### config.mk
export PLATFORM = sky130hd
export DESIGN_NAME = isolated_pixel_check_flat
export DESIGN_NICKNAME = d
export VERILOG_FILES = /design/src/sv/ipc_pkg.sv /design/src/sv/ipc_req_if.sv /design/src/sv/ipc_rsp_if.sv /design/src/sv/ipc_line_buf.sv /design/src/sv/isolated_pixel_check.sv /design/src/flat_wrapper.sv
export SDC_FILE = /design/constraint.sdc
export NUM_CORES = 1
export LEC_CHECK = 0
export BUFFER_PORTS_ARGS = -buffer_cell sky130_fd_sc_hd__buf_4
export CAP_MARGIN = 5
export CORE_MARGIN = 5
export CORE_UTILIZATION = 46
export CTS_CLUSTER_SIZE = 16
export DETAILED_ROUTE_END_ITERATION = 7
export GPL_ROUTABILITY_DRIVEN = 0
export PLACE_DENSITY = 0.73
export SYNTH_ARGS = -nofsm -noshare
export SYNTH_HDL_FRONTEND = slang
export SYNTH_SLANG_ARGS = --single-unit
export TNS_END_PERCENT = 5
### constraint.sdc
create_clock -name clock -period 7 [get_ports clock]
set_input_delay 1.05 -clock clock [delete_from_list [all_inputs] [get_ports clock]]
set_output_delay 1.05 -clock clock [all_outputs]
set_load 0.02 [all_outputs]
### src/sv/ipc_pkg.sv
package ipc_pkg;

   // line buffer geometry
   localparam int MAX_WIDTH = 64;
   localparam int COL_W     = $clog2(MAX_WIDTH);
   localparam int LEN_W     = $clog2(MAX_WIDTH + 1);

   // configuration register widths
   localparam int WIDTH_W  = 7;
   localparam int HEIGHT_W = 16;
   localparam int CSR_W    = 16;
   localparam int CSR_IDX_W = 1;

   // register indexes
   localparam logic [CSR_IDX_W-1:0] REG_IMAGE_WIDTH  = 1'b0;
   localparam logic [CSR_IDX_W-1:0] REG_IMAGE_HEIGHT = 1'b1;

   // one line buffer entry: pixel of the row above and pixel of this row
   typedef struct packed {
      logic up;
      logic mid;
   } entry_type;

   // per-item control toward the line buffer
   typedef struct packed {
      logic             accept;
      logic             row_end;
      logic             restart;
      logic             pixel;
      logic [COL_W-1:0] col;
   } line_ctl_type;

   // neighbor bits of the previous rows at the current and the next column
   typedef struct packed {
      logic mid_cur;
      logic up_cur;
      logic mid_next;
   } nbr_type;

endpackage

### src/sv/ipc_req_if.sv
interface ipc_req_if;
   logic valid;
   logic ready;
   logic pixel;

   modport source (output valid, output pixel, input ready);
   modport sink   (input valid, input pixel, output ready);
endinterface

### src/sv/ipc_rsp_if.sv
interface ipc_rsp_if;
   logic valid;
   logic ready;
   logic all_connected;

   modport source (output valid, output all_connected, input ready);
   modport sink   (input valid, input all_connected, output ready);
endinterface

### src/sv/ipc_line_buf.sv
module ipc_line_buf (
   input  logic                  clock,
   input  logic                  reset,
   input  ipc_pkg::line_ctl_type ctl,
   output ipc_pkg::nbr_type      nbr
);

   // column store: one entry per column, rewritten as each row passes
   ipc_pkg::entry_type mem [ipc_pkg::MAX_WIDTH];

   // window on the stored rows: entry at the current column and the next one
   ipc_pkg::entry_type cur_ff;
   ipc_pkg::entry_type nxt_ff;

   // lengths of the two previous rows; entries past them read as clear
   logic [ipc_pkg::LEN_W-1:0] len1_ff, len1_in;
   logic [ipc_pkg::LEN_W-1:0] len2_ff, len2_in;

   logic [ipc_pkg::LEN_W-1:0] col_ext;
   logic [ipc_pkg::LEN_W-1:0] col_plus1;
   logic [ipc_pkg::COL_W-1:0] ahead_addr;
   logic                      in_len1;
   logic                      in_len2;
   ipc_pkg::entry_type        wr_entry;

   // mask stale entries by the previous row lengths
   always_comb begin
      col_ext   = ipc_pkg::LEN_W'(ctl.col);
      col_plus1 = col_ext + ipc_pkg::LEN_W'(1);
      in_len1   = col_ext < len1_ff;
      in_len2   = col_ext < len2_ff;
      nbr.mid_cur  = in_len1 & cur_ff.mid;
      nbr.up_cur   = in_len1 ? cur_ff.up : (in_len2 & cur_ff.mid);
      nbr.mid_next = (col_plus1 < len1_ff) & nxt_ff.mid;
      wr_entry.up  = nbr.mid_cur;
      wr_entry.mid = ctl.pixel;
      ahead_addr   = ctl.col + ipc_pkg::COL_W'(2);
   end

   // track row lengths, cleared at frame restart
   always_comb begin
      len1_in = len1_ff;
      len2_in = len2_ff;
      if (ctl.accept && ctl.row_end) begin
         if (ctl.restart) begin
            len1_in = '0;
            len2_in = '0;
         end else begin
            len1_in = col_plus1;
            len2_in = len1_ff;
         end
      end
   end

   always_ff @(posedge clock) begin
      if (reset) begin
         len1_ff <= '0;
         len2_ff <= '0;
      end else begin
         len1_ff <= len1_in;
         len2_ff <= len2_in;
      end
   end

   // write the current column and prefetch two columns ahead, or columns 0 and 1 at row end
   always_ff @(posedge clock) begin
      if (ctl.accept) begin
         mem[ctl.col] <= wr_entry;
         if (ctl.row_end) begin
            // restart the window at column zero, bypassing this cycle's write
            cur_ff <= (ctl.col == ipc_pkg::COL_W'(0)) ? wr_entry : mem[0];
            nxt_ff <= (ctl.col == ipc_pkg::COL_W'(1)) ? wr_entry : mem[1];
         end else begin
            cur_ff <= nxt_ff;
            nxt_ff <= mem[ahead_addr];
         end
      end
   end

endmodule

### src/sv/isolated_pixel_check.sv
// Isolated pixel check, 4-neighbour. Pixels of a binary image enter one item
// per clock in raster order; the frame size comes from image_width (low 7 bits kept,
// 1..64, zero reads as 1, larger values as 64) and image_height (zero reads as 1).
// On the frame's last pixel one verdict item leaves, all_connected = 1 when no
// painted pixel lacks a painted up, down, left or right neighbour, and the
// block restarts for the next frame. The verdict appears on rsp the cycle
// after the last pixel is taken. The input takes one item every cycle; the
// only stall is a frame's last pixel arriving while the previous verdict is
// still held in the output register. Previous rows live in a 64 x 2-bit
// column store with one write and up to two registered reads per cycle, read
// two columns ahead so the window is ready when the next pixel arrives. No
// clearing pass is needed after reset or between frames: row lengths mask
// entries that the current frame has not written.
module isolated_pixel_check (
   input  logic                           clock,
   input  logic                           reset,
   ipc_req_if.sink                        req,
   ipc_rsp_if.source                      rsp,
   input  logic                           csr_we,
   input  logic [ipc_pkg::CSR_IDX_W-1:0]  csr_index,
   input  logic [ipc_pkg::CSR_W-1:0]      csr_wdata
);

   logic [ipc_pkg::WIDTH_W-1:0]  width_ff;
   logic [ipc_pkg::HEIGHT_W-1:0] height_ff;

   logic [ipc_pkg::COL_W-1:0]    col_ff, col_in;
   logic [ipc_pkg::HEIGHT_W-1:0] row_ff, row_in;
   logic                         ok_ff, ok_in;
   logic                         p1_ff, p2_ff, mp_ff;
   logic                         rsp_valid_ff, rsp_valid_in;
   logic                         rsp_data_ff;

   logic [ipc_pkg::LEN_W-1:0]    w_eff;
   logic [ipc_pkg::HEIGHT_W-1:0] h_eff;
   logic                         accept;
   logic                         row_end;
   logic                         last_row;
   logic                         frame_end;
   logic                         col_ge1, col_ge2;
   logic                         fail_up, fail_left, fail_self;

   ipc_pkg::line_ctl_type        ctl;
   ipc_pkg::nbr_type             nbr;

   // configuration registers
   always_ff @(posedge clock) begin
      if (reset) begin
         width_ff  <= ipc_pkg::WIDTH_W'(1);
         height_ff <= ipc_pkg::HEIGHT_W'(1);
      end else if (csr_we) begin
         unique case (csr_index)
            ipc_pkg::REG_IMAGE_WIDTH:  width_ff  <= csr_wdata[ipc_pkg::WIDTH_W-1:0];
            ipc_pkg::REG_IMAGE_HEIGHT: height_ff <= csr_wdata[ipc_pkg::HEIGHT_W-1:0];
            default: ;
         endcase
      end
   end

   // clamp frame size and locate the current pixel
   always_comb begin
      if (width_ff == '0)
         w_eff = ipc_pkg::LEN_W'(1);
      else if (width_ff > ipc_pkg::WIDTH_W'(ipc_pkg::MAX_WIDTH))
         w_eff = ipc_pkg::LEN_W'(ipc_pkg::MAX_WIDTH);
      else
         w_eff = ipc_pkg::LEN_W'(width_ff);
      h_eff     = (height_ff == '0) ? ipc_pkg::HEIGHT_W'(1) : height_ff;
      row_end   = (ipc_pkg::LEN_W'(col_ff) + ipc_pkg::LEN_W'(1)) >= w_eff;
      last_row  = ({1'b0, row_ff} + 17'd1) >= {1'b0, h_eff};
      frame_end = row_end & last_row;
      col_ge1   = col_ff != '0;
      col_ge2   = col_ff[ipc_pkg::COL_W-1:1] != '0;
   end

   // hold only a frame's last pixel while the verdict register is blocked
   assign req.ready = ~(rsp_valid_ff & ~rsp.ready & frame_end);
   assign accept    = req.valid & req.ready;

   always_comb begin
      ctl.accept  = accept;
      ctl.row_end = row_end;
      ctl.restart = frame_end;
      ctl.pixel   = req.pixel;
      ctl.col     = col_ff;
   end

   ipc_line_buf u_line_buf (
      .clock (clock),
      .reset (reset),
      .ctl   (ctl),
      .nbr   (nbr)
   );

   // judge the pixel above, the left pixel of the last row and the final pixel
   always_comb begin
      fail_up   = nbr.mid_cur & ~(nbr.up_cur | req.pixel | (col_ge1 & mp_ff)
                                  | (~row_end & nbr.mid_next));
      fail_left = last_row & col_ge1 & p1_ff & ~(mp_ff | req.pixel | (col_ge2 & p2_ff));
      fail_self = frame_end & req.pixel & ~(nbr.mid_cur | (col_ge1 & p1_ff));
      ok_in     = ok_ff & ~(fail_up | fail_left | fail_self);
   end

   // advance position counters
   always_comb begin
      col_in = col_ff;
      row_in = row_ff;
      if (accept) begin
         if (row_end) begin
            col_in = '0;
            row_in = frame_end ? '0 : row_ff + ipc_pkg::HEIGHT_W'(1);
         end else begin
            col_in = col_ff + ipc_pkg::COL_W'(1);
         end
      end
   end

   // verdict register
   always_comb begin
      rsp_valid_in = rsp_valid_ff;
      if (rsp_valid_ff && rsp.ready)
         rsp_valid_in = 1'b0;
      if (accept && frame_end)
         rsp_valid_in = 1'b1;
   end

   always_ff @(posedge clock) begin
      if (reset) begin
         col_ff       <= '0;
         row_ff       <= '0;
         ok_ff        <= 1'b1;
         rsp_valid_ff <= 1'b0;
      end else begin
         col_ff       <= col_in;
         row_ff       <= row_in;
         rsp_valid_ff <= rsp_valid_in;
         if (accept)
            ok_ff <= frame_end ? 1'b1 : ok_in;
      end
   end

   // pixel history (current row at the two previous columns, row above at the previous one) and verdict data
   always_ff @(posedge clock) begin
      if (accept) begin
         p1_ff <= req.pixel;
         p2_ff <= p1_ff;
         mp_ff <= nbr.mid_cur;
         if (frame_end)
            rsp_data_ff <= ok_in;
      end
   end

   assign rsp.valid         = rsp_valid_ff;
   assign rsp.all_connected = rsp_data_ff;

   // a frame's last pixel always yields a verdict in the next cycle
   a_verdict_follows: assert property (@(posedge clock) disable iff (reset)
      accept && frame_end |=> rsp.valid)
      else $error("verdict missing after last pixel");

   // the input stalls only behind a blocked verdict
   a_stall_cause: assert property (@(posedge clock) disable iff (reset)
      !req.ready |-> rsp.valid && !rsp.ready)
      else $error("input stalled without a blocked verdict");

   // the frame state restarts after each verdict
   a_restart: assert property (@(posedge clock) disable iff (reset)
      accept && frame_end |=> col_ff == '0 && row_ff == '0 && ok_ff)
      else $error("frame state not restarted");

endmodule
### src/flat_wrapper.sv
// flat-port wrapper written by rule: the top's interface ports become plain ports
module isolated_pixel_check_flat 
  (clock, reset, csr_we, csr_index, csr_wdata, req_valid, req_pixel, req_ready, rsp_valid, rsp_all_connected, rsp_ready);
  ipc_req_if req_i ();
  ipc_rsp_if rsp_i ();
  input  logic clock;
  input  logic reset;
  input  logic csr_we;
  input  logic [ipc_pkg::CSR_IDX_W-1:0] csr_index;
  input  logic [ipc_pkg::CSR_W-1:0] csr_wdata;
  input wire logic [$bits(req_i.valid)-1:0] req_valid;
  input wire logic [$bits(req_i.pixel)-1:0] req_pixel;
  output wire logic [$bits(req_i.ready)-1:0] req_ready;
  output wire logic [$bits(rsp_i.valid)-1:0] rsp_valid;
  output wire logic [$bits(rsp_i.all_connected)-1:0] rsp_all_connected;
  input wire logic [$bits(rsp_i.ready)-1:0] rsp_ready;
  assign req_i.valid = req_valid;
  assign req_i.pixel = req_pixel;
  assign req_ready = req_i.ready;
  assign rsp_valid = rsp_i.valid;
  assign rsp_all_connected = rsp_i.all_connected;
  assign rsp_i.ready = rsp_ready;
  isolated_pixel_check u_core (.clock(clock), .reset(reset), .req(req_i), .rsp(rsp_i), .csr_we(csr_we), .csr_index(csr_index), .csr_wdata(csr_wdata));
endmodule
== Yosys cells after proc, flatten, opt, wreduce, memory -nomap -nowiden ==
Memory sizes are Yosys's and may differ from the RTL's.
Cells that the tools add are included.

* Bits in registers: 69
* Bits in latches: 0
* RAM bits: 128
* Memory bits (read-only): 0
* Input bits: 23
* Output and inout port bits: 3
* Logic and storage cells: 93
* Memories kept: 1

{| class="wikitable"
|+ Memory list
! name !! depth !! bits a word !! read ports !! clocked after memory_dff !! write ports !! RTL line !! RTL
|-
| u_core.u_line_buf.mem || 64 || 2 || 3 || 0 || 1 || ipc_line_buf.sv:9 || <nowiki>ipc_pkg::entry_type mem [ipc_pkg::MAX_WIDTH];</nowiki>
|}

* Add/sub/neg operators: 5
* $mul: 0
* Div/mod/pow operators: 0
* $lt $le $gt $ge: 6
* Equality and inequality tests: 1
* Shift operators: 0
* Mux-type cells: 17
* Bitwise logic cells: 34
* Reduce and logical (&&, ||, !) cells: 13

{| class="wikitable"
|+ Operators by type and width
! cell !! number
|-
| $mux 16 || 2
|-
| $mux 7 || 4
|-
| $and 1x1->1 || 18
|-
| $add 16x1->17 const B || 1
|-
| $ge 17x16->1 || 1
|-
| $add 16x1->16 const B || 1
|-
| $logic_not 16->1 || 1
|-
| $lt 6x7->1 || 2
|-
| $mux 2 || 4
|-
| $not 1->1 || 8
|-
| $or 1x1->1 || 8
|-
| $reduce_and 2->1 || 4
|-
| $add 6x1->7 const B || 1
|-
| $ge 7x7->1 || 1
|-
| $gt 7x7->1 const B || 1
|-
| $logic_not 7->1 || 1
|-
| $lt 7x7->1 || 1
|-
| $add 6x1->6 const B || 1
|-
| $add 6x2->6 const B || 1
|-
| $eq 6x1->1 const B || 1
|-
| $logic_not 6->1 || 1
|-
| $mux 1 || 6
|-
| $mux 6 || 1
|-
| $reduce_bool 6->1 || 1
|-
| other kinds (3) || 5
|}

== Depth between registers and ports, before layout ==
* Depth in word-level cells: 14
* Gate-level depth with buffers: 17

== By module ==
Synthesis repeated with hierarchy kept, for this count alone.

* Cells, all modules: 858
* Area, all modules: 9819.4 µm²

{| class="wikitable"
|+ By module, submodules not included
! module !! times used !! cells each !! area each (µm²) !! sequential area each (µm²)
|-
| ipc_line_buf || 1 || 466 || 6667.6 || 4244.1
|-
| isolated_pixel_check || 1 || 392 || 3151.8 || 1061.0
|}

== Worst setup path before layout ==
OpenSTA, ideal clock, no wires.

* Path kind: register to output
* From: register u_core.row_ff[2] in the netlist's numbering
* To: output port req_ready
* Data arrival time: 3071 ps
* Data required time: 5950 ps
* Slack: 2879 ps
* Stages on the path, launching flop included: 16
* Buffers on the path: 2
* Cell sequence: dfxtp_1 > nand3_1 > nor2_1 > and3_1 > clkbuf_1 > nand3_1 > or3_1 > xnor2_1 > ha_1 > nand4_1 > nor3_1 > a32o_1 > or2_1 > buf_6 > o21a_1 > nand2_1

* Longest elaborated chain between the ends: 5

{| class="wikitable"
|+ RTL lines
! element !! RTL line !! RTL
|-
| start: declaration || isolated_pixel_check.sv:28 || <nowiki>logic [ipc_pkg::HEIGHT_W-1:0] row_ff, row_in;</nowiki>
|-
| start signal: assignment || isolated_pixel_check.sv:135 || <nowiki>row_ff <= row_in;</nowiki>
|-
| $add 16x1->17 || isolated_pixel_check.sv:70 || <nowiki>last_row = ({1'b0, row_ff} + 17'd1) >= {1'b0, h_eff};</nowiki>
|-
| $ge 17x16->1 || isolated_pixel_check.sv:70 ||
|-
| $and 1x1->1 || isolated_pixel_check.sv:71 || <nowiki>frame_end = row_end & last_row;</nowiki>
|-
| $and 1x1->1 || isolated_pixel_check.sv:77 || <nowiki>assign req.ready = ~(rsp_valid_ff & ~rsp.ready & frame_end);</nowiki>
|-
| $not 1->1 || isolated_pixel_check.sv:77 ||
|-
| end: declaration || flat_wrapper.sv:13 || <nowiki>output wire logic [$bits(req_i.ready)-1:0] req_ready;</nowiki>
|}

Every way passes these cells.

== Worst setup path in the final report ==
* From: register u_core.row_ff[0] in the netlist's numbering
* To: output port req_ready

Same word-level chain as after synthesis.

==> run metrics <==
outcome finished clean; syn_nets 820; Avg WL per Cell 18.7 microns; Setup crit end req_ready; #FFs+latches synth 190; DR DRC count 0; Initial DRC Count 502; ranking of synthesized cells by area edfxtp_1 45%, dfxtp_1 12%, mux4_2 8.4%; Antenna Cells 0; Nets 831; total track usage 0.181; vias in the first global route 5791; synthesized area 9160 sq um; CP startpoint kind register; area delta synth->final 10.1%; Crit Path Max Fanout 6; Finished Layout Cells 1042; Tmin final 4.93 ns; Top FF cell, synth edfxtp_1; Worst-path clk slew 0.07 ns; Max H-tree Level 4; total gr overflow 0; RSZ-0062 raised after global routing false; Filler Cells Inserted 1687; Hold Path Stages 0; Die Ht 151 microns; chip width 151 microns; hold crit path type reg2reg; I/O pins 26; dpl cells 1012; Reg2Reg Setup Slack 2.32 ns; clock skew 0.0123 ns; crit end category primary output; initial antenna violation count 0; DP Wirelength 12900 microns; port buffer count 25; R2R depth 13; Setup Buffers After CTS 0; Commonest cells post-synth 136 x edfxtp_1, 83 x nand2_1, 82 x nor2_1, 54 x dfxtp_1, 42 x ha_1; Slew @ Worst Pin 0.834 ns; endpoints failing hold 0; yosys warns 0; drt first pass iters 5; top cell type's share of synthesized area 0.446; Slew headroom 0.440; Lkg Pwr 0.00351 uW; Final period util 0.704; worst setup path startpoint u_core.row_ff[0]; via/cell ratio 5.65; share of post-route cells with drive strength above 1 0.151; Hold Buf Count CTS 0; Worst EP arrival 3.88 ns; register area share after synthesis 0.564; kind of critical path reg2out; Pwr Total 2470 uW; post-synthesis async set-or-reset flop share 0; cts repair resizes 0; Clk Latency, worst-skew pair 0.44 ns; first-pass GRT wire length 31500 microns; clock buffer depth 2; count leader, synth edfxtp_1; CTS sink count 190; Distinct cells, synth 66; launching point of the worst reg2reg path u_core.col_ff[2]; PD cells 244 nW/um^2; TritonCTS Buffers 17; Final Setup Violations 0; Final ANT Viol Nets 0; f_max 0.203 GHz; syn avg cell area 12.1 sq um; Critical Path RT 5.95 ns; Cells after Synth 755; area leader, netlist edfxtp_1; vias 5889; Slew Viols, Final 0; core area 19500 sq um; routed wire length 19500 microns; CTS tree yes; largest net degree at the start of global routing 71; row count 51; reg2reg end u_core.u_line_buf.mem[41][0]; starting density of the core 0.469; die area 22800 sq um; VDD IR max 0.000147 V; Max Cap Violations 0; EDFF count, synth 136; Post-Route Setup TNS 0 ns; Root Buffer clkbuf_16
[final cells by class]
cell class / count / area, sq um / area share
clock buffer: 17 / 425 / 0.0422
timing repair buffer: 31 / 233 / 0.0231
multi-input combinational: 489 / 3670 / 0.363
tap: 265 / 332 / 0.0329
clock inverter: 13 / 129 / 0.0128
sequential: 190 / 5170 / 0.512
inverter: 37 / 139 / 0.0138
[routing by layer]
| layer | up-vias | global-route usage | part of all wire |
|---|---|---|---|
| met5 | - | 0 | 0 |
| met4 | 0 | 0.0603 | 0.017 |
| met3 | 29 | 0.0362 | 0.051 |
| met2 | 165 | 0.290 | 0.49 |
| met1 | 2889 | 0.250 | 0.45 |
| li1 | 2806 | - | - |
[registers in the layout, indices dropped and copies added (netlist names)]
signal,flops
u_core.ok_ff,1
u_core.u_line_buf.cur_ff,2
u_core.u_line_buf.mem,128
u_core.p1_ff,1
u_core.p2_ff,1
u_core.u_line_buf.nxt_ff,2
u_core.row_ff,16
u_core.height_ff,16
u_core.u_line_buf.len1_ff,7
u_core.mp_ff,1
u_core.rsp.all_connected,1
u_core.col_ff,6
u_core.width_ff,7
u_core.rsp.valid,1
[cells in the final DEF, fill, tap and decap left out, types with 4 or more instances in the layout]
cell type	synthesis	routed
a21o_1	5	5
a21oi_1	38	38
a221o_1	5	5
a22o_1	4	4
a22oi_1	5	5
a31oi_1	10	10
and3_1	10	10
buf_4	2	31
clkbuf_16	0	17
dfxtp_1	54	53
edfxtp_1	136	136
ha_1	42	42
inv_1	36	36
inv_8	0	5
mux2i_1	20	20
mux4_2	34	34
nand2_1	83	83
nand2b_1	5	5
nand3_1	16	16
nor2_1	82	82
nor2_2	8	8
nor3_1	12	12
nor3b_1	4	4
nor4_1	5	5
o21ai_0	16	16
o21ai_1	6	6
or3_1	4	4
xnor2_1	15	15
xor2_1	6	6
[critical path, stage by stage (launching register included)]
cell and delay, ns:
dfxtp_1 0.42, ha_1 0.26, nand3_2 0.16, or3_1 0.47, nor3_1 0.25, xnor2_1 0.20
ha_1 0.29, a21o_1 0.18, a21oi_1 0.21, o21ai_0 0.16, or2_1 0.34, o21a_1 0.26
nand2_1 0.10, buf_4 0.14
[report_power, final]
part	switching, uW	internal [uW]	total [uW]
Combinational	183	112	296
Clock	448	468	916
Sequential	14.3	1240	1250
Total	645	1820	2470
[through the flow]
stage	util	hold slack (ns)	setup WS, ns	area (sq um)
after floorplan	-	0.426	2.88	9160
after global placement	0.488	0.443	2.55	9540
after detailed placement	0.488	0.447	2.36	9540
after CTS	0.517	0.464	2.11	10100
after global routing	0.517	0.483	1.78	10100
final	0.517	0.462	2.07	10100
[cell families (layout without fill, tap and decap cells)]
logic type                 count (synthesis)  after routing  share of synthesized area
DFF                                      190            190                      0.564
buffers and inverters                     76             98                     0.0373
AOI/OAI and AO/OA                        115            115                     0.0834
and+or+nand+nor                          256            256                      0.132
muxes                                     55             55                      0.107
xor gates and xnor gates                  21             21                     0.0201
adders and majority gates                 42             42                     0.0574
[worst min path at each step]
stage	startpoint	end	slack [ns]
2_1_floorplan	u_core.p1_ff	u_core.p2_ff	0.43
6_report	u_core.p1_ff	u_core.p2_ff	0.46
3_3_place_gp	u_core.p1_ff	u_core.p2_ff	0.44
5_1_grt	u_core.p1_ff	u_core.p2_ff	0.48
4_1_cts	u_core.p1_ff	u_core.p2_ff	0.46
3_5_place_dp	u_core.p1_ff	u_core.p2_ff	0.45
(Power assumes the default switching activity.)
